**src/rtl/aans_pkg.sv**
```systemverilog
`default_nettype none
// ----------------------------------------------------------------------------
// aans_pkg: shared types and constants for the nearest-neighbor scaler
// Field widths, register indexes, fit-mode codes and the records that travel
// between the setup, front, back and queue parts of the block.
// ----------------------------------------------------------------------------
package aans_pkg;

  localparam int IMG_W      = 13;  // image size registers
  localparam int TGT_W      = 11;  // canvas coordinates and target rectangle
  localparam int SRC_W      = 12;  // source index on the result ports
  localparam int MODE_W     = 2;
  localparam int CFG_IDX_W  = 3;
  localparam int CFG_DATA_W = 13;

  // Scaled image size: up to 2047 * 8191, fits in 24 bits.
  localparam int DIM_W = IMG_W + TGT_W;
  // Signed image origin on the canvas.
  localparam int POS_W = DIM_W + 1;
  // Numerator of the per-pixel source index division: offset * image size.
  localparam int NUM_W = DIM_W + IMG_W;

  // Register indexes
  localparam logic [CFG_IDX_W-1:0] REG_IMAGE_WIDTH   = CFG_IDX_W'(0);
  localparam logic [CFG_IDX_W-1:0] REG_IMAGE_HEIGHT  = CFG_IDX_W'(1);
  localparam logic [CFG_IDX_W-1:0] REG_TARGET_LEFT   = CFG_IDX_W'(2);
  localparam logic [CFG_IDX_W-1:0] REG_TARGET_TOP    = CFG_IDX_W'(3);
  localparam logic [CFG_IDX_W-1:0] REG_TARGET_WIDTH  = CFG_IDX_W'(4);
  localparam logic [CFG_IDX_W-1:0] REG_TARGET_HEIGHT = CFG_IDX_W'(5);
  localparam logic [CFG_IDX_W-1:0] REG_FIT_MODE      = CFG_IDX_W'(6);

  // Fit modes; the unused code behaves as letterbox
  localparam logic [MODE_W-1:0] FIT_STRETCH   = MODE_W'(0);
  localparam logic [MODE_W-1:0] FIT_CROP      = MODE_W'(1);
  localparam logic [MODE_W-1:0] FIT_LETTERBOX = MODE_W'(2);

  // Placement of the drawn image, valid while setup reports ready
  typedef struct packed {
    logic                    none;  // nothing can be covered
    logic [DIM_W-1:0]        dw;
    logic [DIM_W-1:0]        dh;
    logic signed [POS_W-1:0] bx;
    logic signed [POS_W-1:0] by;
    logic [IMG_W-1:0]        w;     // clamped image size
    logic [IMG_W-1:0]        h;
  } geom_t;

  // Classified pixel, front to back
  typedef struct packed {
    logic             covered;
    logic [NUM_W-1:0] num_x;
    logic [NUM_W-1:0] num_y;
  } mid_t;

  // Result transaction
  typedef struct packed {
    logic             covered;
    logic [SRC_W-1:0] source_x;
    logic [SRC_W-1:0] source_y;
  } out_t;

endpackage
`default_nettype wire

```
**src/rtl/aans_front.sv**
```systemverilog
`default_nettype none
// ----------------------------------------------------------------------------
// aans_front: pixel intake and coverage test
// Accepts canvas coordinates, tests them against the drawn image and forms
// the numerators of the source index divisions.
// ----------------------------------------------------------------------------
module aans_front #(
  parameter int CANVAS_WIDTH  = 1920,
  parameter int CANVAS_HEIGHT = 1080
) (
  input  logic                        clk,
  input  logic                        rst,
  input  logic                        push,
  output logic                        full,
  input  logic [aans_pkg::TGT_W-1:0]  canvas_x,
  input  logic [aans_pkg::TGT_W-1:0]  canvas_y,
  input  logic                        geom_ready,
  input  aans_pkg::geom_t             geom,
  output logic                        mid_push,
  output aans_pkg::mid_t              mid_data,
  input  logic                        mid_full
);
  import aans_pkg::*;

  logic                  a_valid;
  logic                  a_covered;
  logic [DIM_W-1:0]      a_x;
  logic [DIM_W-1:0]      a_y;
  logic                  hold;
  logic                  accept;
  logic                  on_canvas;
  logic                  x_ok;
  logic                  y_ok;
  logic signed [POS_W:0] x_s;
  logic signed [POS_W:0] y_s;

  assign hold   = a_valid && mid_full;
  assign full   = !geom_ready || hold;
  assign accept = push && !full;

  assign x_s = signed'((POS_W+1)'(canvas_x)) - (POS_W+1)'(geom.bx);
  assign y_s = signed'((POS_W+1)'(canvas_y)) - (POS_W+1)'(geom.by);
  assign x_ok = !x_s[POS_W] && (x_s[POS_W-1:0] < {1'b0, geom.dw});
  assign y_ok = !y_s[POS_W] && (y_s[POS_W-1:0] < {1'b0, geom.dh});
  assign on_canvas = (32'(canvas_x) < CANVAS_WIDTH) && (32'(canvas_y) < CANVAS_HEIGHT);

  assign mid_push         = a_valid && !mid_full;
  assign mid_data.covered = a_covered;
  assign mid_data.num_x   = a_x * geom.w;
  assign mid_data.num_y   = a_y * geom.h;

  always_ff @(posedge clk) begin
    if (accept) begin
      a_covered <= !geom.none && on_canvas && x_ok && y_ok;
      a_x       <= x_s[DIM_W-1:0];
      a_y       <= y_s[DIM_W-1:0];
    end
  end

  always_ff @(posedge clk) begin
    if (rst) begin
      a_valid <= 1'b0;
    end else if (!hold) begin
      a_valid <= accept;
    end
  end

endmodule
`default_nettype wire

```
**config.mk**
```make
export PLATFORM = sky130hd
export DESIGN_NAME = aans_front
export DESIGN_NICKNAME = d
export VERILOG_FILES = /design/src/rtl/aans_pkg.sv /design/src/rtl/aans_front.sv
export SDC_FILE = /design/constraint.sdc
export NUM_CORES = 2
export LEC_CHECK = 0
export BUFFER_PORTS_ARGS = -buffer_cell sky130_fd_sc_hd__buf_2
export CELL_PAD_IN_SITES_DETAIL_PLACEMENT = 2
export CELL_PAD_IN_SITES_GLOBAL_PLACEMENT = 2
export CORE_ASPECT_RATIO = 0.8
export CORE_MARGIN = 5
export CORE_UTILIZATION = 35
export CTS_CLUSTER_SIZE = 40
export DETAILED_ROUTE_END_ITERATION = 6
export PLACE_DENSITY = 0.86
export SLEW_MARGIN = 20
export SYNTH_ARGS = -nofsm -noshare
export SYNTH_HDL_FRONTEND = slang
export SYNTH_SLANG_ARGS = --single-unit
```
**constraint.sdc**
```tcl
create_clock -name clk -period 10.1 [get_ports clk]
set_input_delay 2.02 -clock clk [delete_from_list [all_inputs] [get_ports clk]]
set_output_delay 2.02 -clock clk [all_outputs]
set_load 0.01 [all_outputs]
```
==> results.md <==
- Result of the run: completed
- Worst path cell trace: buf_4 -> nand2_1 -> fa_1 -> inv_1 -> fa_1 -> fa_1 -> fa_1 -> inv_1 -> fa_1 -> inv_1 -> ha_1 -> nand3_1 -> nor4_2 -> o211ai_2 -> a311oi_4 -> and2_1 -> nor4_1 -> nor4_1 -> buf_2
- Initial core utilization: between 30% and 40%
- 1st-iter DRT viols: 803
- Length of the first detailed-routing pass in iterations: 4
- TritonCTS clock tree: yes
- Count of antenna-violating nets left after detailed routing: 0
- Critical Path Source Type: input pin
- Final Core Density: approximately two fifths
- Vias after detailed routing: between 15,000 and 20,000
- First-pass GRT wire length: 134,000 µm
- Primary flip-flop cell chosen by synthesis mapping: sky130_fd_sc_hd__edfxtp_1
- Number of global-route vias before repair: around 23,000
- Placer's final routability congestion estimate: 0.806
- Number of fill cells in the layout: 7,810
- Fraction of synthesis flops using an asynchronous set or reset pin: 0%
- Hold Crit Class: reg2reg
- Post-CTS clock slew at the launch and capture registers of the worst setup and hold paths: 0.08 ns
- Floorplan Core Area: between 60,000 and 70,000 µm²
- Mean routed wirelength per cell: 22.3 µm
- Number of flops mapped to enable cells by yosys: between 40 and 50
- Placed insts: a little under 4,000
- Final Hold Fails: 0
- Clock root buffer: sky130_fd_sc_hd__clkbuf_16
- Largest net degree at the start of global routing: 27
- Portion of the clock cycle consumed by the worst path in the final layout: 98.1%
- Aggregate global routing overflow: 0
- Max-Cap Viols: 0
- Most common cell after layout, fill and taps aside: sky130_fd_sc_hd__inv_1
- Required time of the critical path: 8.08 ns
- Fmax: between 100 and 150 MHz
- Port Buffer Count: approximately 230
- Insertion delay to the later sink of the worst-skew pair: 0.32 ns
- Total wirelength of the detailed-routed design: about 86,000 µm
- Sequential cell area fraction in the yosys report: 6.20%
- GRT Resource Usage Total: 23.4%
- Reg2Reg Launch Point: a_valid$_SDFFE_PP0N_
- Most frequent cells in the layout: sky130_fd_sc_hd__inv_1, sky130_fd_sc_hd__fa_1, sky130_fd_sc_hd__nand2_1
- TritonCTS Buffers: 5
- Number of antenna violations at the first check in global routing: 9
- Seq. cell area: between 1000 and 1500 µm²
- Final setup violating endpoints: 0
- Type of element capturing the critical path: primary output
- Die Span Y: between 200 and 250 µm
- R2R cell count: 3
- Number of nets at the end of the flow: 3,812
- Maximum root-to-sink buffer count: 2
- Most frequent CP cell: sky130_fd_sc_hd__fa_1
- Max H-tree Level: 2
- Signed area change from the synthesized netlist to the final layout: 9.40%
- Count of placed standard cells in the final layout, fillers left out: 3,870
- Total nets after synthesis: between 3,000 and 4,000
- Register bit total from synthesis: 50
- Hold-fix buffers, CTS: 0
- Worst slew slack as a fraction of its limit: 34.1%
- Maximum single-stage delay on the critical path: 0.59 ns
- Via-to-Cell Ratio: about 5.0
- Flop-to-flop setup slack: roughly 8.2 ns
- Number of placement rows: 86
- Least-Margin Pin Slew: 0.980 ns
- Final Max Slew Viols: 0
- Synth Area per Inst: 8.61 µm²
- Worst EP arrival: 7.89 ns
- Number of sinks handled by clock tree synthesis: 50
- Syn Std Cell Area: about 24,000 µm²
- DRC violation count after routing: 0
- Cell count after synthesis: between 2,000 and 3,000
- Fraction of final layout cells sized beyond drive strength 1: approximately a tenth
- Unique cell type count in the Yosys netlist: 74
- I/O pin total: about 230
- Worst-path cell with the longest stage delay: sky130_fd_sc_hd__fa_1
- Maximum fanout encountered on the critical timing path: 24
- Die width: slightly above 300 µm
- Warnings, synthesis: 0
- Post-detailed-placement half-perimeter wirelength: 73,100 µm
- Clock skew: 0.0129 ns
- Min Tclk post-route: just under 10 ns
- Area taken by multi-input logic gates: between 15,000 and 20,000 µm²
- Classification of the worst setup path: in2out
- Floorplan die area: 74,200 µm²
- Crit path launch: geom[20]
- Terminus of the critical flop-to-flop path: a_x[1]$_DFFE_PP_
- Last element of the critical path: mid_data[71]
==> worst min-delay path by stage <==
stage	start	end	slack, ns	depth (start not counted)
floorplan	a_valid$_SDFFE_PP0N_	a_valid$_SDFFE_PP0N_	0.47	2
global placement	a_valid$_SDFFE_PP0N_	a_valid$_SDFFE_PP0N_	0.49	2
detailed placement	a_valid$_SDFFE_PP0N_	a_valid$_SDFFE_PP0N_	0.52	2
CTS	a_valid$_SDFFE_PP0N_	a_valid$_SDFFE_PP0N_	0.54	2
global route	a_valid$_SDFFE_PP0N_	a_valid$_SDFFE_PP0N_	0.57	2
finish	a_valid$_SDFFE_PP0N_	a_valid$_SDFFE_PP0N_	0.53	2
==> layout make-up <==
class	instances	share of cell area (%)
inverters	673	9.59
well taps	924	4.39
diodes	3	0.0285
clock inverters	2	0.147
flip-flops and latches	50	5.66
clock buffers	6	0.489
repair buffers	242	4.90
multi-input cells	1970	74.8
==> state kept, by name (all words and copies together) (netlist names) <==
name,count
a_x,24
a_y,24
a_covered,1
a_valid,1
==> critical path, delay by kind of cell <==
family	cells	cell delay (ns)
AOI/OAI and AO/OA	2	0.76
and+or+nand+nor	6	1.41
adders and majority gates	6	2.98
buffers and inverters	5	0.70
==> Yosys cell counts, types with 4 or more instances <==
cell type                    n  area, µm²
sky130_fd_sc_hd__a211oi_1    9       67.6
sky130_fd_sc_hd__a21boi_0    5       37.5
sky130_fd_sc_hd__a21o_1     38        285
sky130_fd_sc_hd__a21oi_1    74        370
sky130_fd_sc_hd__a21oi_2     4       35.0
sky130_fd_sc_hd__a31oi_1     7       43.8
sky130_fd_sc_hd__and2_1    265       1660
sky130_fd_sc_hd__and3_1      9       56.3
sky130_fd_sc_hd__clkbuf_1  100        375
sky130_fd_sc_hd__edfxtp_1   49       1470
sky130_fd_sc_hd__fa_1      486       9730
sky130_fd_sc_hd__ha_1      232       2900
sky130_fd_sc_hd__inv_1     673       2530
sky130_fd_sc_hd__nand2_1   418       1570
sky130_fd_sc_hd__nand2b_1   11       68.8
sky130_fd_sc_hd__nand3_1    22        110
sky130_fd_sc_hd__nand3b_1    5       37.5
sky130_fd_sc_hd__nand4_1    14       87.6
sky130_fd_sc_hd__nor2_1     63        236
sky130_fd_sc_hd__nor2b_1    20        125
sky130_fd_sc_hd__nor3_1     24        120
sky130_fd_sc_hd__nor4_1      9       56.3
sky130_fd_sc_hd__o211ai_1   11       82.6
sky130_fd_sc_hd__o21a_1     18        135
sky130_fd_sc_hd__o21ai_0    37        185
sky130_fd_sc_hd__o21ai_1     7       35.0
sky130_fd_sc_hd__o21bai_1   12       90.1
sky130_fd_sc_hd__or3_1      11       68.8
sky130_fd_sc_hd__xnor2_1    63        552
sky130_fd_sc_hd__xor2_1     32        280
==> through the flow <==
stage	hold WS, ns	area, µm²	setup WS [ns]	TNS, ns
after global routing	0.574	26300	-0.0122	-0.0122
after global placement	0.490	26100	0.122	0
after floorplan	0.471	24100	1.15	0
final	0.535	26300	0.192	0
after CTS	0.538	26300	0.0538	0
after detailed placement	0.516	26100	-0.147	-0.303
==> what timing repair did <==
action,4_1_cts,5_1_grt
pin swaps,0,0
setup endpoints to repair,3,11
buffers inserted,0,0
resized for setup,3,19
gates cloned,0,0
==> cells by family (layout without fill, tap and decap cells) <==
family                     Yosys count  count (layout)  synth area share [%]
and+or+nand+nor                    888             888                  18.1
other                                0               3                     0
muxes                                1               1                0.0468
adders and majority gates          718             718                  52.5
AOI/OAI and AO/OA                  268             268                  7.58
DFF                                 50              50                  6.20
buffers and inverters              776             923                  12.1
xor gates and xnor gates            95              95                  3.46
==> routing by layer <==
layer | track usage, % | routed length, µm | part of all wire [%]
met1 | 32.3 | 39100 | 45
met2 | 39.3 | 41300 | 48
met3 | 2.76 | 3450 | 4.0
met4 | 6.06 | 2360 | 2.7
met5 | 0 | 53 | 0.061
Power is not shown: default switching activity piles up to over one toggle a cycle in this logic, so the estimate is an artifact.
