File: config.mk
export PLATFORM = sky130hd
export DESIGN_NAME = aans_back
export DESIGN_NICKNAME = d
export VERILOG_FILES = /design/src/rtl/aans_pkg.sv /design/src/rtl/aans_back.sv
export SDC_FILE = /design/constraint.sdc
export NUM_CORES = 2
export LEC_CHECK = 0
export BUFFER_PORTS_ARGS = -buffer_cell sky130_fd_sc_hd__buf_4
export CORE_ASPECT_RATIO = 1.25
export CORE_MARGIN = 3
export CORE_UTILIZATION = 55
export DETAILED_ROUTE_END_ITERATION = 16
export PLACE_DENSITY_LB_ADDON = 0.2
export RECOVER_POWER = 50
export SETUP_SLACK_MARGIN = 0.02
export SYNTH_ARGS = -nofsm -noshare
export SYNTH_HDL_FRONTEND = slang
export SYNTH_SLANG_ARGS = --single-unit
File: constraint.sdc
create_clock -name clk -period 68.9 [get_ports clk]
set_input_delay 6.89 -clock clk [delete_from_list [all_inputs] [get_ports clk]]
set_output_delay 6.89 -clock clk [all_outputs]
set_load 0.05 [all_outputs]
File: src/rtl/aans_pkg.sv
`default_nettype none
// ----------------------------------------------------------------------------
// aans_pkg: shared types and constants for the nearest-neighbor scaler
// Field widths, register indexes, fit-mode codes and the records that travel
// between the setup, front, back and queue parts of the block.
// ----------------------------------------------------------------------------
package aans_pkg;

  localparam int IMG_W      = 13;  // image size registers
  localparam int TGT_W      = 11;  // canvas coordinates and target rectangle
  localparam int SRC_W      = 12;  // source index on the result ports
  localparam int MODE_W     = 2;
  localparam int CFG_IDX_W  = 3;
  localparam int CFG_DATA_W = 13;

  // Scaled image size: up to 2047 * 8191, fits in 24 bits.
  localparam int DIM_W = IMG_W + TGT_W;
  // Signed image origin on the canvas.
  localparam int POS_W = DIM_W + 1;
  // Numerator of the per-pixel source index division: offset * image size.
  localparam int NUM_W = DIM_W + IMG_W;

  // Register indexes
  localparam logic [CFG_IDX_W-1:0] REG_IMAGE_WIDTH   = CFG_IDX_W'(0);
  localparam logic [CFG_IDX_W-1:0] REG_IMAGE_HEIGHT  = CFG_IDX_W'(1);
  localparam logic [CFG_IDX_W-1:0] REG_TARGET_LEFT   = CFG_IDX_W'(2);
  localparam logic [CFG_IDX_W-1:0] REG_TARGET_TOP    = CFG_IDX_W'(3);
  localparam logic [CFG_IDX_W-1:0] REG_TARGET_WIDTH  = CFG_IDX_W'(4);
  localparam logic [CFG_IDX_W-1:0] REG_TARGET_HEIGHT = CFG_IDX_W'(5);
  localparam logic [CFG_IDX_W-1:0] REG_FIT_MODE      = CFG_IDX_W'(6);

  // Fit modes; the unused code behaves as letterbox
  localparam logic [MODE_W-1:0] FIT_STRETCH   = MODE_W'(0);
  localparam logic [MODE_W-1:0] FIT_CROP      = MODE_W'(1);
  localparam logic [MODE_W-1:0] FIT_LETTERBOX = MODE_W'(2);

  // Placement of the drawn image, valid while setup reports ready
  typedef struct packed {
    logic                    none;  // nothing can be covered
    logic [DIM_W-1:0]        dw;
    logic [DIM_W-1:0]        dh;
    logic signed [POS_W-1:0] bx;
    logic signed [POS_W-1:0] by;
    logic [IMG_W-1:0]        w;     // clamped image size
    logic [IMG_W-1:0]        h;
  } geom_t;

  // Classified pixel, front to back
  typedef struct packed {
    logic             covered;
    logic [NUM_W-1:0] num_x;
    logic [NUM_W-1:0] num_y;
  } mid_t;

  // Result transaction
  typedef struct packed {
    logic             covered;
    logic [SRC_W-1:0] source_x;
    logic [SRC_W-1:0] source_y;
  } out_t;

endpackage
`default_nettype wire

File: src/rtl/aans_back.sv
`default_nettype none
// ----------------------------------------------------------------------------
// aans_back: source index dividers
// Two pipelined restoring dividers, one quotient bit per stage, then the
// edge saturation and the result record.
// ----------------------------------------------------------------------------
module aans_back #(
  parameter int QUOT_W = 12
) (
  input  logic              clk,
  input  logic              rst,
  input  logic              mid_empty,
  input  aans_pkg::mid_t    mid_data,
  output logic              mid_pop,
  input  aans_pkg::geom_t   geom,
  input  logic              out_full,
  output logic              out_push,
  output aans_pkg::out_t    out_data
);
  import aans_pkg::*;

  logic                advance;
  logic [QUOT_W:0]     v;
  logic                cov   [QUOT_W+1];
  logic [NUM_W-1:0]    rem_x [QUOT_W+1];
  logic [NUM_W-1:0]    rem_y [QUOT_W+1];
  logic [QUOT_W-1:0]   qx    [QUOT_W+1];
  logic [QUOT_W-1:0]   qy    [QUOT_W+1];
  logic [NUM_W-1:0]    dsx   [QUOT_W];
  logic [NUM_W-1:0]    dsy   [QUOT_W];
  logic [QUOT_W-1:0]   gex;
  logic [QUOT_W-1:0]   gey;
  logic [IMG_W-1:0]    qx_e;
  logic [IMG_W-1:0]    qy_e;
  logic [IMG_W-1:0]    sat_x;
  logic [IMG_W-1:0]    sat_y;

  assign advance = !out_full;
  assign mid_pop = advance && !mid_empty;

  always_ff @(posedge clk) begin
    if (rst) begin
      v <= '0;
    end else if (advance) begin
      v <= {v[QUOT_W-1:0], mid_pop};
    end
  end

  // Divisor aligned to each stage's quotient bit
  always_comb begin
    for (int i = 0; i < QUOT_W; i++) begin
      dsx[i] = NUM_W'(geom.dw) << (QUOT_W - 1 - i);
      dsy[i] = NUM_W'(geom.dh) << (QUOT_W - 1 - i);
      gex[i] = (rem_x[i] >= dsx[i]);
      gey[i] = (rem_y[i] >= dsy[i]);
    end
  end

  always_ff @(posedge clk) begin
    if (advance) begin
      cov[0]   <= mid_data.covered;
      rem_x[0] <= mid_data.num_x;
      rem_y[0] <= mid_data.num_y;
      qx[0]    <= '0;
      qy[0]    <= '0;
      for (int i = 0; i < QUOT_W; i++) begin
        cov[i+1]   <= cov[i];
        rem_x[i+1] <= gex[i] ? rem_x[i] - dsx[i] : rem_x[i];
        rem_y[i+1] <= gey[i] ? rem_y[i] - dsy[i] : rem_y[i];
        qx[i+1]    <= QUOT_W'({qx[i], gex[i]});
        qy[i+1]    <= QUOT_W'({qy[i], gey[i]});
      end
    end
  end

  // Saturate at the image edge
  assign qx_e  = IMG_W'(qx[QUOT_W]);
  assign qy_e  = IMG_W'(qy[QUOT_W]);
  assign sat_x = (qx_e >= geom.w) ? geom.w - 1'b1 : qx_e;
  assign sat_y = (qy_e >= geom.h) ? geom.h - 1'b1 : qy_e;

  assign out_push          = advance && v[QUOT_W];
  assign out_data.covered  = cov[QUOT_W];
  assign out_data.source_x = cov[QUOT_W] ? sat_x[SRC_W-1:0] : '0;
  assign out_data.source_y = cov[QUOT_W] ? sat_y[SRC_W-1:0] : '0;

endmodule
`default_nettype wire

==> flow_metrics.py <==
metrics = {
    "floorplan": {
        "die_area_um2": 132300,
        "placeableCoreArea_um2": 126800,
        "starting_density": 0.5549,
        "row_count": 146,
        "boundaryPins": 231,
        "height_of_the_die_um": 405.9,
        "die_width_um": 325.9,
    },
    "sta": {
        "relSlewSlack": -5.207,
        "maxSlewViolCount": 834,
        "worst_clock_skew_ns": 0.03003,
        "setup_violations": 0,
        "worst_pin_slew_ns": 9.311,
        "final.setup.worst_slack_ns": 45.16,
        "timing.final.crit_period_ns": 23.74,
        "rsz0062_at_grt": "false",
        "fmax_mhz": 42.12,
        "final_hold_viol_count": 0,
        "finalCritPeriodShare": 0.3446,
        "setup_tns_ns": 0,
    },
    "cells_and_area": {
        "post_route_cells_drive_above_1_share": 0.07641,
        "finish.utilization": 0.6096,
        "finish.instance_area_um2": 77290,
        "mostFrequentLayoutCells": "1,057 x sky130_fd_sc_hd__edfxtp_1, 627 x sky130_fd_sc_hd__a21oi_1, 602 x sky130_fd_sc_hd__ha_1, 595 x sky130_fd_sc_hd__nand2_1, 545 x sky130_fd_sc_hd__o21ai_0",
        "n_antenna_cell": 0,
        "area_delta_synth_final_pct": 9.860,
        "final_common_cell": "sky130_fd_sc_hd__edfxtp_1",
        "nets": 7840,
    },
    "setup_path": {
        "reg2reg_setup_slack_ns": 64.63,
        "most_prevalent_standard_cell_on_the_critical_path": "sky130_fd_sc_hd__clkbuf_1",
        "endpoint_kind": "flip-flop",
        "crit_path_top_delay_cell": "sky130_fd_sc_hd__clkbuf_1",
        "crit_path_max_incr_delay_ns": 6.72,
        "timing.critical_path.arrival_ns": 23.82,
        "cell_chain_critical_path": "clkbuf_1, clkinvlp_2, clkbuf_1, clkbuf_1",
        "critical_path_class": "in -> reg",
        "required_ns": 68.98,
        "crit_fanout": 192,
        "timing.critical_path.from_type": "primary input",
    },
    "global_routing": {
        "grt_start_max_net_pins": 193,
        "first_global_vias": 52340,
        "grt-ovfl-total": 0,
        "grt_antenna_before_repair": 1,
        "grt_pass1_wl_um": 256400,
        "groute.usage.overall": 0.2362,
    },
    "synthesis": {
        "synth.top_cells.by_area": "sky130_fd_sc_hd__edfxtp_1 45%, sky130_fd_sc_hd__ha_1 11%, sky130_fd_sc_hd__a21oi_1 4.5%, sky130_fd_sc_hd__xnor2_1 4.4%, sky130_fd_sc_hd__o21ai_0 3.9%",
        "yosys_warnings": 0,
        "post_synth.cell_area_avg_um2": 10.26,
        "yosys.cell_types.count": 95,
        "synth_top_family_by_area": "compound AO/OA/AOI/OAI gates",
        "synth_fa_ha_area_frac": 0.1133,
        "netlist_instances": 6856,
        "synth.top_cell.area_share": 0.4512,
        "post_synth_instance_area_um2": 70350,
        "synth_ff_type": "sky130_fd_sc_hd__edfxtp_1",
        "ys_seq_elements": 1070,
        "yosys.area.top_type": "sky130_fd_sc_hd__edfxtp_1",
        "synth_enable_flop_cells": 1057,
        "async_reset_ff_frac": 0,
        "synth-compound-area-share": 0.1795,
        "synth_xor_xnor_area_share": 0.07333,
        "synth_seq_area_share": 0.4549,
        "synth-simple-area-share": 0.1374,
        "muxShareOfSynthArea": 0.01755,
        "synth.net_count": 7684,
    },
    "route": {
        "detail_route.iter0.violations": 3673,
        "routed_antenna_nets": 0,
        "routed_wl_um": 158200,
        "wire_per_inst_um": 17.96,
        "routed-via-count": 52290,
        "drt-pass1-iter-count": 8,
        "drcViolationCount": 0,
        "detail_route.vias_per_cell": 5.937,
    },
    "cts": {
        "ctsRootBufferMaster": "sky130_fd_sc_hd__clkbuf_16",
        "quantity_of_gates_resized_following_cts": 0,
        "cts_max_path_buffers": 3,
        "numCtsBuffers": 109,
        "cts_setup_buffers": 0,
        "cts.htree.levels": 3,
        "clkSlewWorstSetupHoldPaths_ns": 0.06,
        "worstSkewPairLatency_ns": 0.71,
        "tritoncts": "done",
        "clock_sink_count": 1070,
        "postCtsHoldBufs": 0,
    },
    "placed_design": {
        "dpl-instance-area_um2": 73600,
        "gp_routability_congestion": 0.9222,
        "post-place-ws_ns": 52.30,
        "port-buffer-count": 179,
        "detailed_place_hpwl_um": 121300,
    },
    "pwr": {
        "share_seq_of_total_power": 0.360,
        "power_per_cell_area_nw_per_um2": 39.67,
        "net_switching_power_of_the_design_uw": 1118,
        "power_frac_comb": 0.440,
        "power_leakage_uw": 0.02954,
        "post-layout-total-power_uw": 3066,
        "power_report.internal_total_uw": 1947,
        "sw_frac_of_total": 0.3648,
        "vdd.ir_drop.worst_mv": 0.02187,
        "clock_power_share": 0.200,
    },
    "status": {
        "run_status": "complete, but fails checks",
        "violations_in_the_final_reports": "max-capacitance violations, max-slew violations",
    },
    "hold_path": {
        "hold_path.class": "reg -> reg",
    },
    "run": {
        "drv_cap": 8,
    },
}
-- layer usage --
metal / part of all wire / global-route usage
met1: 0.42 / 0.2796
met2: 0.49 / 0.4211
met3: 0.037 / 0.02402
met4: 0.056 / 0.1317
met5: 0 / 0
-- kinds of logic (layout without fill, tap and decap cells) --
group,count (synthesis),count (layout)
AND/OR/NAND/NOR,1996,1996
AO/OA/AOI/OAI,2027,2027
XOR/XNOR,589,589
flip-flops,1070,1070
adder cells (fa/ha/maj),624,624
multiplexers,112,112
buffers and inverters,438,688
-- state kept, by name (all words and copies together), names as in the netlist --
| name | cells |
|---|---|
| v | 13 |
| rem_x | 444 |
| rem_y | 444 |
| qx | 78 |
| cov | 13 |
| qy | 78 |
-- stage by stage --
step           hold WS, ns  instances
2_1_floorplan       0.4003       6856
3_3_place_gp        0.4019       8603
3_5_place_dp        0.4045       8603
4_1_cts             0.4009       8808
5_1_grt             0.4014       8808
6_report            0.4099       8808
-- cells in the mapped netlist (28+ instances only) --
cell type	instances
sky130_fd_sc_hd__a211oi_1	70
sky130_fd_sc_hd__a21o_1	233
sky130_fd_sc_hd__a21oi_1	628
sky130_fd_sc_hd__a31oi_1	50
sky130_fd_sc_hd__and3_1	51
sky130_fd_sc_hd__clkbuf_1	150
sky130_fd_sc_hd__edfxtp_1	1057
sky130_fd_sc_hd__ha_1	602
sky130_fd_sc_hd__inv_1	246
sky130_fd_sc_hd__mux2_2	91
sky130_fd_sc_hd__nand2_1	595
sky130_fd_sc_hd__nand2b_1	86
sky130_fd_sc_hd__nand3_1	150
sky130_fd_sc_hd__nand4_1	90
sky130_fd_sc_hd__nor2_1	516
sky130_fd_sc_hd__nor2b_1	88
sky130_fd_sc_hd__nor3_1	124
sky130_fd_sc_hd__nor4_1	70
sky130_fd_sc_hd__o211ai_1	42
sky130_fd_sc_hd__o21a_1	105
sky130_fd_sc_hd__o21ai_0	545
sky130_fd_sc_hd__o21bai_1	62
sky130_fd_sc_hd__o31ai_1	54
sky130_fd_sc_hd__or3_1	46
sky130_fd_sc_hd__or4_1	28
sky130_fd_sc_hd__xnor2_1	350
sky130_fd_sc_hd__xor2_1	239
-- worst paths after layout --
| path | from | end | cells after the start |
|---|---|---|---|
| min reg2reg | qy[2][46] | qy[3][11] | 0 |
| max | out_full | rem_y[0][86] | 4 |
| min | qy[2][46] | qy[3][11] | 0 |
| max reg2reg | rem_y[0][104] | rem_y[0][147] | 11 |
-- final cells by class --
cell class	count	area, um2
Multi-Input combinational cell	5348	36750
Sequential cell	1070	32000
Fill cell	10370	49490
Tap cell	1702	2130
Clock inverter	75	903.4
Inverter	249	935.9
Clock buffer	130	2849
Timing Repair Buffer	234	1719
-- worst max-delay path, delay by kind of cell --
kind,cells,cell delay [ns]
buffers and inverters,4,16.52
-- power by group through the flow --
stage | Combinational [uW] | Clock (uW) | Sequential, uW
2_1_floorplan | 1070 | 0 | 1090
3_3_place_gp | 1310 | 0 | 1100
3_5_place_dp | 1330 | 0 | 1110
4_1_cts | 1340 | 629 | 1100
5_1_grt | 1520 | 657 | 1120
6_report | 1350 | 613 | 1100
(Power assumes the default switching activity.)
