--- src/rtl/aans_pkg.sv ---
`default_nettype none
// ----------------------------------------------------------------------------
// aans_pkg: shared types and constants for the nearest-neighbor scaler
// Field widths, register indexes, fit-mode codes and the records that travel
// between the setup, front, back and queue parts of the block.
// ----------------------------------------------------------------------------
package aans_pkg;

  localparam int IMG_W      = 13;  // image size registers
  localparam int TGT_W      = 11;  // canvas coordinates and target rectangle
  localparam int SRC_W      = 12;  // source index on the result ports
  localparam int MODE_W     = 2;
  localparam int CFG_IDX_W  = 3;
  localparam int CFG_DATA_W = 13;

  // Scaled image size: up to 2047 * 8191, fits in 24 bits.
  localparam int DIM_W = IMG_W + TGT_W;
  // Signed image origin on the canvas.
  localparam int POS_W = DIM_W + 1;
  // Numerator of the per-pixel source index division: offset * image size.
  localparam int NUM_W = DIM_W + IMG_W;

  // Register indexes
  localparam logic [CFG_IDX_W-1:0] REG_IMAGE_WIDTH   = CFG_IDX_W'(0);
  localparam logic [CFG_IDX_W-1:0] REG_IMAGE_HEIGHT  = CFG_IDX_W'(1);
  localparam logic [CFG_IDX_W-1:0] REG_TARGET_LEFT   = CFG_IDX_W'(2);
  localparam logic [CFG_IDX_W-1:0] REG_TARGET_TOP    = CFG_IDX_W'(3);
  localparam logic [CFG_IDX_W-1:0] REG_TARGET_WIDTH  = CFG_IDX_W'(4);
  localparam logic [CFG_IDX_W-1:0] REG_TARGET_HEIGHT = CFG_IDX_W'(5);
  localparam logic [CFG_IDX_W-1:0] REG_FIT_MODE      = CFG_IDX_W'(6);

  // Fit modes; the unused code behaves as letterbox
  localparam logic [MODE_W-1:0] FIT_STRETCH   = MODE_W'(0);
  localparam logic [MODE_W-1:0] FIT_CROP      = MODE_W'(1);
  localparam logic [MODE_W-1:0] FIT_LETTERBOX = MODE_W'(2);

  // Placement of the drawn image, valid while setup reports ready
  typedef struct packed {
    logic                    none;  // nothing can be covered
    logic [DIM_W-1:0]        dw;
    logic [DIM_W-1:0]        dh;
    logic signed [POS_W-1:0] bx;
    logic signed [POS_W-1:0] by;
    logic [IMG_W-1:0]        w;     // clamped image size
    logic [IMG_W-1:0]        h;
  } geom_t;

  // Classified pixel, front to back
  typedef struct packed {
    logic             covered;
    logic [NUM_W-1:0] num_x;
    logic [NUM_W-1:0] num_y;
  } mid_t;

  // Result transaction
  typedef struct packed {
    logic             covered;
    logic [SRC_W-1:0] source_x;
    logic [SRC_W-1:0] source_y;
  } out_t;

endpackage
`default_nettype wire

--- src/rtl/aans_geom.sv ---
`default_nettype none
// ----------------------------------------------------------------------------
// aans_geom: configuration registers and placement setup
// Holds the registers and, after reset or any register write, works out the
// drawn image size and origin with one serial divider.
// ----------------------------------------------------------------------------
module aans_geom #(
  parameter int IMG_MAX = 4096
) (
  input  logic                              clk,
  input  logic                              rst,
  input  logic                              cfg_valid,
  input  logic [aans_pkg::CFG_IDX_W-1:0]    cfg_index,
  input  logic [aans_pkg::CFG_DATA_W-1:0]   cfg_data,
  output logic                              geom_ready,
  output aans_pkg::geom_t                   geom
);
  import aans_pkg::*;

  localparam logic [2:0] ST_MUL  = 3'd0;
  localparam logic [2:0] ST_SEL  = 3'd1;
  localparam logic [2:0] ST_DIV  = 3'd2;
  localparam logic [2:0] ST_FIN  = 3'd3;
  localparam logic [2:0] ST_DONE = 3'd4;

  localparam int CNT_W = $clog2(DIM_W);
  localparam logic [IMG_W-1:0] IMG_MAX_C = IMG_W'(IMG_MAX);

  logic [2:0]        state;
  logic [IMG_W-1:0]  image_width;
  logic [IMG_W-1:0]  image_height;
  logic [TGT_W-1:0]  target_left;
  logic [TGT_W-1:0]  target_top;
  logic [TGT_W-1:0]  target_width;
  logic [TGT_W-1:0]  target_height;
  logic [MODE_W-1:0] fit_mode;

  logic [IMG_W-1:0]  w_c;
  logic [IMG_W-1:0]  h_c;
  logic [DIM_W-1:0]  p1;        // w * th
  logic [DIM_W-1:0]  p2;        // tw * h
  logic              wider;
  logic [DIM_W-1:0]  div_num;   // numerator, becomes the quotient
  logic [IMG_W-1:0]  div_d;
  logic [IMG_W-1:0]  rem;
  logic [CNT_W-1:0]  cnt;
  logic [IMG_W:0]    trial;
  logic              trial_ge;
  logic              use_h;
  geom_t             g_r;
  geom_t             g_next;

  logic signed [POS_W-1:0] ox_s, oy_s, tw_s, th_s, q_s, diff;

  assign w_c = (image_width == '0) ? IMG_W'(1) :
               (image_width > IMG_MAX_C) ? IMG_MAX_C : image_width;
  assign h_c = (image_height == '0) ? IMG_W'(1) :
               (image_height > IMG_MAX_C) ? IMG_MAX_C : image_height;

  assign trial    = {rem, div_num[DIM_W-1]};
  assign trial_ge = (trial >= {1'b0, div_d});
  assign use_h    = (fit_mode == FIT_CROP) ? (p1 > p2) : !(p1 > p2);

  assign geom_ready = (state == ST_DONE);
  assign geom       = g_r;

  // Final placement from the quotient, or from the target size in stretch mode
  always_comb begin
    ox_s = POS_W'(target_left);
    oy_s = POS_W'(target_top);
    tw_s = POS_W'(target_width);
    th_s = POS_W'(target_height);
    q_s  = POS_W'(div_num);
    diff = '0;
    g_next.w  = w_c;
    g_next.h  = h_c;
    g_next.dw = DIM_W'(target_width);
    g_next.dh = DIM_W'(target_height);
    g_next.bx = ox_s;
    g_next.by = oy_s;
    if (fit_mode == FIT_CROP) begin
      if (wider) begin
        g_next.dw = div_num;
        diff      = q_s - tw_s;
        g_next.bx = ox_s - (diff >>> 1);
      end else begin
        g_next.dh = div_num;
        diff      = q_s - th_s;
        g_next.by = oy_s - (diff >>> 1);
      end
    end else if (fit_mode != FIT_STRETCH) begin
      if (wider) begin
        g_next.dh = div_num;
        diff      = th_s - q_s;
        g_next.by = oy_s + (diff >>> 1);
      end else begin
        g_next.dw = div_num;
        diff      = tw_s - q_s;
        g_next.bx = ox_s + (diff >>> 1);
      end
    end
    g_next.none = (target_width == '0) || (target_height == '0) ||
                  (g_next.dw == '0) || (g_next.dh == '0);
  end

  // Datapath
  always_ff @(posedge clk) begin
    case (state)
      ST_MUL: begin
        p1 <= w_c * target_height;
        p2 <= target_width * h_c;
      end
      ST_SEL: begin
        wider   <= (p1 > p2);
        div_num <= use_h ? p1 : p2;
        div_d   <= use_h ? h_c : w_c;
        rem     <= '0;
      end
      ST_DIV: begin
        rem     <= trial_ge ? IMG_W'(trial - {1'b0, div_d}) : trial[IMG_W-1:0];
        div_num <= {div_num[DIM_W-2:0], trial_ge};
      end
      ST_FIN: begin
        g_r <= g_next;
      end
      default: begin
      end
    endcase
  end

  // Registers and setup sequencer
  always_ff @(posedge clk) begin
    if (rst) begin
      state         <= ST_MUL;
      cnt           <= '0;
      image_width   <= IMG_W'(1);
      image_height  <= IMG_W'(1);
      target_left   <= '0;
      target_top    <= '0;
      target_width  <= TGT_W'(1920);
      target_height <= TGT_W'(1080);
      fit_mode      <= FIT_CROP;
    end else begin
      case (state)
        ST_MUL: state <= ST_SEL;
        ST_SEL: begin
          cnt   <= '0;
          state <= (fit_mode == FIT_STRETCH) ? ST_FIN : ST_DIV;
        end
        ST_DIV: begin
          cnt <= cnt + 1'b1;
          if (cnt == CNT_W'(DIM_W - 1)) begin
            state <= ST_FIN;
          end
        end
        ST_FIN:  state <= ST_DONE;
        ST_DONE: state <= ST_DONE;
        default: state <= ST_MUL;
      endcase
      if (cfg_valid) begin
        state <= ST_MUL;
        case (cfg_index)
          REG_IMAGE_WIDTH:   image_width   <= cfg_data[IMG_W-1:0];
          REG_IMAGE_HEIGHT:  image_height  <= cfg_data[IMG_W-1:0];
          REG_TARGET_LEFT:   target_left   <= cfg_data[TGT_W-1:0];
          REG_TARGET_TOP:    target_top    <= cfg_data[TGT_W-1:0];
          REG_TARGET_WIDTH:  target_width  <= cfg_data[TGT_W-1:0];
          REG_TARGET_HEIGHT: target_height <= cfg_data[TGT_W-1:0];
          REG_FIT_MODE:      fit_mode      <= cfg_data[MODE_W-1:0];
          default: begin
          end
        endcase
      end
    end
  end

endmodule
`default_nettype wire

--- config.mk ---
export PLATFORM = sky130hd
export DESIGN_NAME = aans_geom
export DESIGN_NICKNAME = d
export VERILOG_FILES = /design/src/rtl/aans_pkg.sv /design/src/rtl/aans_geom.sv
export SDC_FILE = /design/constraint.sdc
export NUM_CORES = 2
export LEC_CHECK = 0
export BUFFER_PORTS_ARGS = -buffer_cell sky130_fd_sc_hd__buf_4
export CAP_MARGIN = 20
export CORE_ASPECT_RATIO = 1.2
export CORE_UTILIZATION = 56
export DETAILED_ROUTE_END_ITERATION = 7
export PLACE_DENSITY = 0.87
export SYNTH_ARGS = -nofsm -noshare
export SYNTH_HDL_FRONTEND = slang
export SYNTH_SLANG_ARGS = --single-unit
--- constraint.sdc ---
create_clock -name clk -period 6.1 [get_ports clk]
set_input_delay 0.61 -clock clk [delete_from_list [all_inputs] [get_ports clk]]
set_output_delay 0.61 -clock clk [all_outputs]
set_load 0.1 [all_outputs]
==> out/metrics.cfg <==
[outcome]
status=finished with violations
violations=DRC

[synthesis]
ys_top_cells_by_area=edfxtp_1 24%, fa_1 15%, ha_1 11%, dfxtp_1 5.7%, nand2_1 5.4%
yosys.area.top_type=edfxtp_1
synthArstFlopShare_pct=0
yosys.area.top_type_share_pct=23.9
yosys_warnings=0
synth_seq_cells=304
netlist_instances=3050
syn_area_um2=28200
synth.distinct_cells=92
synth_edf_count=224
syn_nets=3520
synthFlopType=edfxtp_1
seq_area_frac_synth_pct=29.5
synth.avg_cell_area_um2=9.24

[route]
ant_nets=0
drtIter0Drc=2000
drt_first_pass_iters=8
drc_errors=14
wire_per_inst_um=22.2
num_vias=23600
wirelength_mm=85.7
vias_per_cell=6.10

[clock_network]
cts_max_level=2
cts_buffer_depth=3
cts_buffers=34
root_buffer=clkbuf_16
cts_tree=yes
path_clk_slew_ns=0.06
numClockSinks=304
clock_latency_ns=0.55

[cells_and_area]
final_nets=3668
n_antenna_cell=0
layout-drive-gt1-share_pct=13.2
fin_cells=3860
nFillCells=3810
finish.utilization_pct=64.5
syn2layout_area_growth_pct=13.1
seqCellArea_um2=8340
multi_input_area_um2=18300

[floorplan]
start_util_pct=57.0
die_area_um2=51200
io-pin-count=145
dieWidth_um=207
core-area_um2=49400
rows=89
dieHeight_um=248

[worst_setup_path]
cp-end-kind=flop
r2r_end=p2[22]
startpoint=image_height[4]
start_kind=flop
path_delay_family=adder cells
path_cells=nor2b_2 -> buf_4 -> nand2_1 -> fa_2 -> fa_1 -> fa_1 -> inv_1 -> fa_1 -> fa_1 -> ha_4 -> nor4_2 -> o21ai_1 -> and3_4 -> o311a_4 -> o41ai_4 -> buf_4 -> o2111ai_1 -> o211a_1 -> a21o_1 -> a21oi_2 -> xnor2_1
r2r_cells=21
worst-r2r-setup-slack_ns=0.09
crit_end=p2[22]
cp_num_buf_inv=3
worstSetupPathType=reg -> reg
crit_top_cell=fa_1
max_stage_delay_ns=0.56
crit_arrival_ns=6.30
critPathRequiredTime_ns=6.39
path_depth=21
r2r-start=image_height[4]
crit_fanout=12
crit_slowest_cell=fa_1

[global_route]
overflow=0
grt_max_degree=81
antenna_found_initial=0
grt_first_pass_wirelength_mm=131
grt_pass1_vias=23700
track_usage_pct=33.6

[power]
p_leak_nw=14.2
peakVddDrop_v=0.000153
power.density_nw_per_um2=205

[timing]
setup_viol=0
tightest_slew_ns=1.20
fin_crit_sh_pct=98.6
fin_worst_skew_ns=0.0231
fin_crit_ns=6.01
fin_setup_tns_ns=0
hold_viol=0
relSlewSlack_pct=19.4
max_freq_ghz=0.166
drv_slew=0

[placement]
io_buffers=144
post-dp-hpwl_mm=64.4
place_congestion=1.02
post-place-cells=3785

[flow_run]
maxCapViolCount=0

[worst_hold_path]
hold_path.class=in -> reg
hp-start=cfg_valid

[logic make-up (layout without fill, tap and decap cells)]
group                    count (synthesis)  after routing  synth area share (%)
flip-flops                             304            304                  29.5
buffers and inverters                  487            660                  6.66
adder cells (fa/ha/maj)                451            451                  25.5
XOR/XNOR                               208            208                  6.56
AO/OA/AOI/OAI                          549            549                  12.3
AND/OR/NAND/NOR                        993            993                  17.4
multiplexers                            58             58                  2.14
[worst min-delay path by stage]
stage	endpoint	slack (ns)	cells after the start
2_1_floorplan	image_width[0]	0.44	2
3_3_place_gp	image_width[4]	0.45	2
3_5_place_dp	image_height[3]	0.46	2
4_1_cts	state[1]	0.33	2
5_1_grt	state[2]	0.34	2
6_report	state[2]	0.35	2
[what timing repair did]
| action | in CTS | in global routing |
|---|---|---|
| hold buffers | 0 | 0 |
| gates resized for setup | 4 | 68 |
| setup buffers | 0 | 13 |
| endpoints found under the setup margin | 1 | 11 |
| cloned | 0 | 0 |
| pin swaps | 2 | 25 |
[synth_stat cells (23+ instances only)]
master	n
xnor2_1	130
inv_1	339
dfxtp_1	80
nand2_1	406
fa_1	205
a211oi_1	23
ha_1	246
nor4_1	23
a21o_1	49
clkbuf_1	118
mux2i_1	41
nor2b_1	51
nor3_1	66
nand3_1	49
edfxtp_1	224
o21ai_0	118
nor2_1	128
xor2_1	76
o21a_1	27
and2_1	156
a21oi_1	182
[routing by layer]
layer	vias to the layer above	track usage [%]	wire length, µm
li1	10600	-	-
met1	11300	37.5	29500
met2	1249	56.7	41200
met3	432	5.86	6810
met4	0	26.0	8200
met5	-	0	0
[power by group]
| group | internal [mW] | total [mW] | leakage, nW | switching [mW] |
|---|---|---|---|---|
| clock network | 1.20 | 2.11 | 0.547 | 0.913 |
| logic | 0.727 | 1.94 | 10.8 | 1.22 |
| registers | 2.35 | 2.48 | 2.84 | 0.124 |
| total | 4.28 | 6.53 | 14.2 | 2.25 |
[worst register-to-register path, delay by kind of cell, from the launching register on]
kind / cells / cell delay [ns]
AO/OA/AOI/OAI: 7 / 1.36
XOR/XNOR: 1 / 0.07
adder cells (fa/ha/maj): 6 / 2.70
buffers and inverters: 3 / 0.43
flip-flops: 1 / 0.42
AND/OR/NAND/NOR: 4 / 0.78
[cell type report]
cell class | instances | share of cell area (%)
Clock buffer | 43 | 2.94
Clock inverter | 18 | 0.597
Multi-Input combinational cell | 2259 | 57.5
Sequential cell | 304 | 26.2
Inverter | 341 | 4.02
Timing Repair Buffer | 258 | 6.32
Tap cell | 637 | 2.50
[registers in the layout (all words and copies together) (netlist names), 13 cells and up]
| name | flops |
|---|---|
| div_d | 13 |
| div_num | 24 |
| geom | 125 |
| image_height | 13 |
| image_width | 13 |
| p1 | 24 |
| p2 | 24 |
| rem | 13 |
[metrics by stage]
step                      setup slack [ns]  power [mW]  hold WS (ns)  instance area, µm²
after floorplan                      0.101        3.80         0.438               28200
after global placement              0.0775        4.32         0.453               30300
after detailed placement            -0.120        4.36         0.460               30300
after CTS                          0.00642        6.46         0.331               31500
after global routing                -0.245        6.76         0.341               31900
final                               0.0873        6.53         0.347               31900
[cells in the final DEF, fill, tap and decap left out, types with 6 or more instances in the layout]
master       n
a31oi_1     13
nand4_1     14
o21ai_0    115
nand2b_1    22
edfxtp_1   224
nor2b_1     39
and3_1      15
nor2_1     126
a2111oi_0    6
a21oi_1    178
fa_1       201
nand2_1    406
a211oi_1    22
xor2_1      76
buf_4      248
nand3b_1     9
nor3_1      63
mux2i_1     41
o21bai_1    13
a21o_1      49
o211ai_1    13
clkbuf_16   35
or2_2        6
nand3_1     49
or3_1        8
dfxtp_1     74
ha_1       242
inv_1      338
nor2b_2      8
a211o_1     12
xnor2_1    129
o22ai_1     22
nor4_1      18
mux2_2      17
and2_1     156
o21ai_1     12
o21a_1      27
(Power assumes the default switching activity.)
