===== src/rtl/aans_fifo.sv =====
`default_nettype none
// ----------------------------------------------------------------------------
// aans_fifo: small synchronous queue
// Flop-based first-in first-out buffer with count-derived full and empty.
// ----------------------------------------------------------------------------
module aans_fifo #(
  parameter int WIDTH = 8,
  parameter int DEPTH = 4
) (
  input  logic             clk,
  input  logic             rst,
  input  logic             push,
  input  logic [WIDTH-1:0] wr_data,
  output logic             full,
  input  logic             pop,
  output logic [WIDTH-1:0] rd_data,
  output logic             empty
);

  localparam int PTR_W = (DEPTH > 1) ? $clog2(DEPTH) : 1;
  localparam int CNT_W = $clog2(DEPTH + 1);

  logic [WIDTH-1:0] mem [DEPTH];
  logic [PTR_W-1:0] wr_ptr;
  logic [PTR_W-1:0] rd_ptr;
  logic [CNT_W-1:0] count;
  logic             do_push;
  logic             do_pop;

  assign full    = (count == CNT_W'(DEPTH));
  assign empty   = (count == '0);
  assign do_push = push && !full;
  assign do_pop  = pop && !empty;
  assign rd_data = mem[rd_ptr];

  always_ff @(posedge clk) begin
    if (do_push) begin
      mem[wr_ptr] <= wr_data;
    end
  end

  always_ff @(posedge clk) begin
    if (rst) begin
      wr_ptr <= '0;
      rd_ptr <= '0;
      count  <= '0;
    end else begin
      if (do_push) begin
        wr_ptr <= (wr_ptr == PTR_W'(DEPTH - 1)) ? '0 : wr_ptr + 1'b1;
      end
      if (do_pop) begin
        rd_ptr <= (rd_ptr == PTR_W'(DEPTH - 1)) ? '0 : rd_ptr + 1'b1;
      end
      if (do_push && !do_pop) begin
        count <= count + 1'b1;
      end else if (do_pop && !do_push) begin
        count <= count - 1'b1;
      end
    end
  end

endmodule
`default_nettype wire


===== config.mk =====
export PLATFORM = sky130hd
export DESIGN_NAME = aans_fifo
export DESIGN_NICKNAME = d
export VERILOG_FILES = /design/src/rtl/aans_fifo.sv
export SDC_FILE = /design/constraint.sdc
export NUM_CORES = 1
export LEC_CHECK = 0
export BUFFER_PORTS_ARGS = -buffer_cell sky130_fd_sc_hd__buf_2
export CAP_MARGIN = 15
export CORE_MARGIN = 2
export CORE_UTILIZATION = 30
export CTS_BUF_LIST = sky130_fd_sc_hd__clkbuf_4 sky130_fd_sc_hd__clkbuf_8 sky130_fd_sc_hd__clkbuf_16
export DETAILED_ROUTE_END_ITERATION = 16
export SLEW_MARGIN = 20
export SYNTH_ARGS = -nofsm -noshare
export SYNTH_HDL_FRONTEND = slang
export SYNTH_SLANG_ARGS = --single-unit

===== constraint.sdc =====
create_clock -name clk -period 4.4 [get_ports clk]
set_input_delay 0.88 -clock clk [delete_from_list [all_inputs] [get_ports clk]]
set_output_delay 0.88 -clock clk [all_outputs]
set_load 0.05 [all_outputs]

==> metrics, run 1 <==
quantity of I/O buffers inserted on ports 21; TritonCTS clock tree yes; Synth top area share between 50% and 60%; minimum period implied by the final worst setup slack between 2 and 3 ns; top fanout value on the critical path 8; Tcrit/Tclk final ~60%; final estimated routing congestion in global placement 0.659; Reg area between 1000 and 1500 sq um; number of I/O pins 22; Synth Area in Compound Gates around 3.0%; placeable core region 5200 sq um; Starting DRT DRC Count 27; Crit path arrival time between 1.5 and 2 ns; area of the multi-input gates approximately 460 sq um; top achievable clock speed 0.379 GHz; number of antenna violations at the first check in global routing 0; die span in y ~78 microns; setup bufs post-CTS 0; Post-Synthesis Mean Instance Area 17.9 sq um; kind of end point of the critical path primary output; routed length on met1 between 1 and 1.5 mm; count of max-cap constraint violations 0; total global routing overflow 0; cell types occupying the most area after synthesis sky130_fd_sc_hd__edfxtp_1, sky130_fd_sc_hd__dfxtp_1, sky130_fd_sc_hd__mux4_2; Starting Density between 30% and 40%; headroom to the max-slew limit approximately 63%; mean routed wirelength per cell 13.9 microns; final clock skew 0.00769 ns; H-tree levels 2; number of DRC violations after detailed routing 0; setup repair after global routing missed its margin false; count of cell types in the netlist 26; number of nets produced by synthesis ~110; share of the yosys chip area belonging to registers between 60% and 70%; wire length on met3 around 140 microns; type of the worst setup path flop to primary output; FP Rows 26; required time of the critical path approximately 3.5 ns; final net count ~140; die area just over 6000 sq um; Synth-to-Final Area Change 15.5%; number of buffers added to fix hold violations after cts 0; most frequent standard cell in the layout excluding fill and tap cells sky130_fd_sc_hd__edfxtp_1; multiplexer fraction of the synthesized cell area between 10 and 15%; Placed Instance Area around 1800 sq um; power density over the cells a little under 600 nW/um^2; number of max-slew violations in the final report 0; clk root buf sky130_fd_sc_hd__clkbuf_8; outcome complete, no violations; Antenna diodes 0; Hold Crit Class flop to flop; Cells after Synth about 90; worst-skew pair later-pin latency 0.28 ns; post-DR vias/cell around 4.5; number of iterations in the first detailed-routing pass 4; global-route wire length before repair 4.24 mm; most area-hungry cell type in the Yosys netlist sky130_fd_sc_hd__edfxtp_1; layout cell share with drive strength beyond 1 38.5%; post-route setup TNS 0 ns; simple-gate portion of the synthesized area ~5.7%; DIE WIDTH 78.1 microns; combinational family with the most area after synthesis multiplexers; actual slew at the worst max-slew pin 0.552 ns; kind of launch point of the worst setup path flop; total number of vias ~840; Final setup violation count 0; cell area after synthesis between 1500 and 2000 sq um; worst-case clock buffer depth 2; count of state elements after synthesis 41; Post-CTS Resized 0; Warnings, synthesis 0; Inserted Clock Buffers 5; P_leak 0.691 nW; parity-gate share of the synthesized area counting xor and xnor cells between 1 and 1.5%; peak ir drop on the vdd network around 0.34 mV; adder-cell share of the synthesized area about 5.8%; Antenna Violating Nets Remaining 0; TritonCTS Sinks between 40 and 50; largest net degree at the start of global routing 14; total wire length after detailed routing 2.60 mm; commonest non-fill, non-tap cells in the layout sky130_fd_sc_hd__edfxtp_1, sky130_fd_sc_hd__buf_2, sky130_fd_sc_hd__dfxtp_1; fillcell total slightly above 500; GRT Total Usage a little under a tenth; Worst-path clk slew ~0.07 ns; detailed placer's ending HPWL between 1.5 and 2 mm; vias in the first global route between 800 and 900; finished layout cell area 1900 sq um; length of routed met2 wiring around 1.4 mm; top routing layer in use met4; final hold vios 0
cells by family after synthesis:
| family | after synthesis |
|---|---|
| AOI/OAI and AO/OA | 7 |
| xor gates and xnor gates | 2 |
| adders and majority gates | 7 |
| buffers and inverters | 9 |
| DFF | 41 |
| muxes | 10 |
| and+or+nand+nor | 16 |
routing by layer:
metal,up-vias,track usage (%)
met2,22,17.6
met4,0,3.68
li1,399,-
met5,-,0
met3,4,3.22
met1,419,9.85
synthesized netlist by cell type:
cell type / count
sky130_fd_sc_hd__a21oi_1: 3
sky130_fd_sc_hd__and3_2: 4
sky130_fd_sc_hd__buf_1: 1
sky130_fd_sc_hd__buf_2: 1
sky130_fd_sc_hd__buf_6: 1
sky130_fd_sc_hd__clkbuf_1: 1
sky130_fd_sc_hd__clkinv_4: 1
sky130_fd_sc_hd__dfxtp_1: 9
sky130_fd_sc_hd__edfxtp_1: 32
sky130_fd_sc_hd__fa_1: 1
sky130_fd_sc_hd__ha_1: 6
sky130_fd_sc_hd__inv_1: 4
sky130_fd_sc_hd__mux2i_1: 2
sky130_fd_sc_hd__mux4_2: 8
sky130_fd_sc_hd__nand2_1: 1
sky130_fd_sc_hd__nand3_1: 2
sky130_fd_sc_hd__nor2_1: 3
sky130_fd_sc_hd__nor2_2: 1
sky130_fd_sc_hd__nor3_1: 2
sky130_fd_sc_hd__o21ai_0: 1
sky130_fd_sc_hd__o21ai_1: 1
sky130_fd_sc_hd__o31ai_2: 2
sky130_fd_sc_hd__or3_1: 1
sky130_fd_sc_hd__or3_2: 1
sky130_fd_sc_hd__or3b_1: 1
sky130_fd_sc_hd__xor2_1: 2
power by group:
part           leakage, nW  internal (mW)  switching [mW]
clock               0.0455          0.109           0.119
sequential           0.367          0.472          0.0458
combinational        0.279          0.126           0.235
per-stage QoR:
stage               std cells  setup slack, ns  hold WS [ns]  total power, mW  util [%]
finish                    187             1.76         0.506             1.11      36.5
global route              187             1.64         0.528             1.17      36.5
CTS                       187             1.70         0.512             1.13      36.5
detailed placement        179             1.77         0.493            0.895      34.9
global placement          179             1.82         0.474            0.882      34.9
floorplan                  92             2.02         0.463            0.819         -
worst max-delay path: stages (launching register included):
cell and delay [ns]:
sky130_fd_sc_hd__dfxtp_1 0.67, sky130_fd_sc_hd__mux4_2 0.58, sky130_fd_sc_hd__buf_2 0.23
worst paths after layout:
| check | to | slack, ns | depth (start not counted) | startpoint |
|---|---|---|---|---|
| worst max-delay path | rd_data[2] | 1.76 | 2 | flop |
| worst min-delay path | flop | 0.51 | 2 | rd_ptr[0] |
| worst max register to register | count[2] | 2.02 | 9 | count[0] |
| worst min register to register | flop | 0.51 | 2 | rd_ptr[0] |
flip-flops by register name, indices dropped and copies added, names as in the netlist, named ones only:
signal,count
rd_ptr,2
mem,32
count,3
wr_ptr,2
final cells by class:
class | count | area share, %
timing repair buffer | 21 | 5.53
clock buffer | 5 | 3.62
sequential | 41 | 60.0
inverter | 5 | 1.25
clock inverter | 3 | 0.922
multi-input combinational | 42 | 24.0
tap | 70 | 4.61
(Power assumes the default switching activity.)
==> inputs of run 2 (changes only) <==
==> constraint.sdc (replaced) <==
create_clock -name clk -period 2.3 [get_ports clk]
set_input_delay 0.46 -clock clk [delete_from_list [all_inputs] [get_ports clk]]
set_output_delay 0.46 -clock clk [all_outputs]
set_load 0.05 [all_outputs]
==> run 2 against run 1 <==
  * Register-to-register slack lost 1.9 ns
  * Critical path depth grew 7
  * Global-route usage shrank 0.31 points
  * Via count grew 3.3%
  * Clock-buffer cell count is the same
  * Sequential cell count is the same
  * Clock skew shrank 0.0029 ns
  * Total power grew 95%
  * Non-clock buffer count grew 3
  * Highest routed layer unchanged
==> metrics, run 2 (same netlist as run 1, synthesis figures left out) <==
clk root buf sky130_fd_sc_hd__clkbuf_8; layout cell share with drive strength beyond 1 43.7% (+5.2 points); vias in the first global route 872 (-1.6%); cells along the critical path or3b_4 > clkinv_4 > nor2_2 > ha_2 > inv_1 > fa_1 > xor2_1 > or3_2 > a21oi_1; final estimated routing congestion in global placement 0.710 (+7.7%); number of standard cells in the layout, taps in and fillers out 189 (+1.1%); Placed Instance Area 1830 sq um (+0.83%); number of max-slew violations in the final report 0 (unchanged); Tcrit/Tclk final 95.3%; TritonCTS clock tree yes; number of DRC violations after detailed routing 0 (unchanged); sum of internal, switching and leakage power 2.16 mW (+95%); Seq pwr share 45.3% (-1.5 points); headroom to the max-slew limit 73.0% (+9.9 points); Setup Slack @ Placement -0.0359 ns (-1.81 ns); H-tree levels 2 (unchanged); final hold vios 0 (unchanged); number of iterations in the first detailed-routing pass 4 (unchanged); kind of launch point of the worst setup path flop; Inserted Clock Buffers 5 (unchanged); number of cells on the worst reg-to-reg path 9 (unchanged); worst r2r src count[2]; fillcell total 501 (-0.79%); placeable core region 5200 sq um (unchanged); required time of the critical path 2.50 ns (-1.02 ns); Antenna Violating Nets Remaining 0 (unchanged); global-route wire length before repair 4.15 mm (-2.1%); detailed placer's ending HPWL 1.87 mm (+2.5%); total global routing overflow 0 (unchanged); Synth-to-Final Area Change 17.6%; peak ir drop on the vdd network 0.741 mV (+120%); final worst-path setup slack 0.109 ns (-1.65 ns); most frequent standard cell in the layout excluding fill and tap cells sky130_fd_sc_hd__edfxtp_1; Starting Density 31.6% (unchanged); termination of the worst setup path count[2]; Antenna diodes 0 (unchanged); largest registers ranked by flip-flop count mem: 32 flops, count: 3 flops; Crit path arrival time 2.39 ns (+0.63 ns); quantity of I/O buffers inserted on ports 21 (unchanged); commonest non-fill, non-tap cells in the layout sky130_fd_sc_hd__edfxtp_1, sky130_fd_sc_hd__buf_2, sky130_fd_sc_hd__mux4_2; worst-skew pair later-pin latency 0.28 ns (about the same); terminus of the critical flop-to-flop path count[2]; worst-case clock buffer depth 2 (unchanged); kind of end point of the critical path flop; fraction of power consumed by the clock network 19.6% (-1.0 points); number of buffers added to fix hold violations after cts 0 (unchanged); P_leak 0.701 nW (+1.4%); finished layout cell area 1930 sq um (+1.8%); DIE WIDTH 78.1 microns (unchanged); Worst-path clk slew 0.07 ns (about the same); Starting DRT DRC Count 36 (+33%); type of the worst setup path flop to flop; Switching Share 35.9% (-0.18 points); FP Rows 26 (unchanged); Hold Crit Class primary input to flop; Final setup violation count 0 (unchanged); cell-internal power 1.38 mW (+95%); number of antenna violations at the first check in global routing 0 (unchanged); switching pwr 0.776 mW (+94%); fraction of power consumed by combinational cells 35.2% (+2.6 points); die span in y 78.1 microns (unchanged); actual slew at the worst max-slew pin 0.404 ns (-0.148 ns); setup repair after global routing missed its margin false; minimum period implied by the final worst setup slack about 2.2 ns; critical path's largest stage delay 0.40 ns (-0.27 ns); GRT Total Usage 9.19% (-0.31 points); placed cell count 181 (+1.1%); largest net degree at the start of global routing 13 (-1); top fanout value on the critical path 5 (-3); outcome complete, no violations; power density over the cells 1120 nW/um^2 (+92%); final clock skew 0.00478 ns (-0.00291 ns); mean routed wirelength per cell 14.1 microns (+1.4%); number of flip-flops under the largest register name 32 (unchanged); die area 6090 sq um (unchanged); total number of vias 872 (+3.3%); worst setup path start count[2]; TritonCTS Sinks 41 (unchanged); total wire length after detailed routing 2.67 mm (+2.5%); number of I/O pins 22 (unchanged); Worst R2R Setup Slack 0.11 ns (-1.91 ns); post-DR vias/cell 4.61 (+2.2%); final net count 138 (+2.2%); count of max-cap constraint violations 0 (unchanged); register containing the most flip-flops in the final layout mem; top achievable clock speed roughly 0.46 GHz; Max stage delay cell, worst path sky130_fd_sc_hd__or3_2
[run 2: timing repair]
item                                    4_1_cts  5_1_grt
resized for setup                             3        3
endpoints found under the setup margin        1        1
hold endpoints to repair                      0        0
setup buffers                                 0        1
[run 2: worst min-delay path by stage]
stage / start / endpoint / slack [ns] / cells past startpoint
5_1_grt: wr_data[1] / mem[3][1] / 0.38 / 1
6_report: wr_data[5] / mem[1][5] / 0.39 / 1
3_5_place_dp: rd_ptr[0] / flop / 0.49 / 2
4_1_cts: wr_data[5] / mem[1][5] / 0.39 / 1
2_1_floorplan: rd_ptr[0] / flop / 0.46 / 2
3_3_place_gp: rd_ptr[0] / rd_ptr[0] / 0.48 / 2
[run 2: cell type report]
class                           instances  area [sq um]  area share (%)
Clock inverter                          2          11.3           0.582
Timing Repair Buffer                   24           128            6.60
Clock buffer                            5          68.8            3.56
Inverter                                5          23.8            1.23
Multi-Input combinational cell         42           470            24.3
Sequential cell                        41          1140            59.2
Tap cell                               70          87.6            4.53
[run 2: per-layer routing]
metal / global-route usage (%) / share of wire (%) / wire length [microns] / vias to the layer above
met5: 0 / 0 / 0 / -
met4: 2.46 / 0.22 / 6 / 0
met3: 4.37 / 5.6 / 149 / 2
met2: 15.8 / 53 / 1420 / 22
met1: 10.3 / 41 / 1100 / 446
li1: - / - / - / 402
[run 2: critical path: cells and delay by family, from the launching register on]
family | cells | cell delay (ns)
buf+inv | 2 | 0.10
compound gates | 1 | 0.16
xor+xnor | 1 | 0.16
fa+ha+maj | 2 | 0.57
simple gates | 3 | 0.77
flops | 1 | 0.35
[run 2: power groups by stage]
stage                     Combinational [mW]  Clock (mW)  Sequential, mW
after floorplan                        0.607           0           0.960
after global placement                 0.723           0           0.975
after detailed placement               0.749           0           0.985
after CTS                              0.758       0.433           0.977
after global routing                   0.817       0.463           0.989
final                                  0.760       0.422           0.978
[run 2: through the flow]
step / utilization [%] / setup TNS (ns) / hold WS (ns)
global route: 37.2 / 0 / 0.380
floorplan: - / 0 / 0.463
finish: 37.2 / 0 / 0.394
detailed placement: 35.1 / -0.0359 / 0.489
CTS: 36.9 / 0 / 0.387
global placement: 35.1 / 0 / 0.481
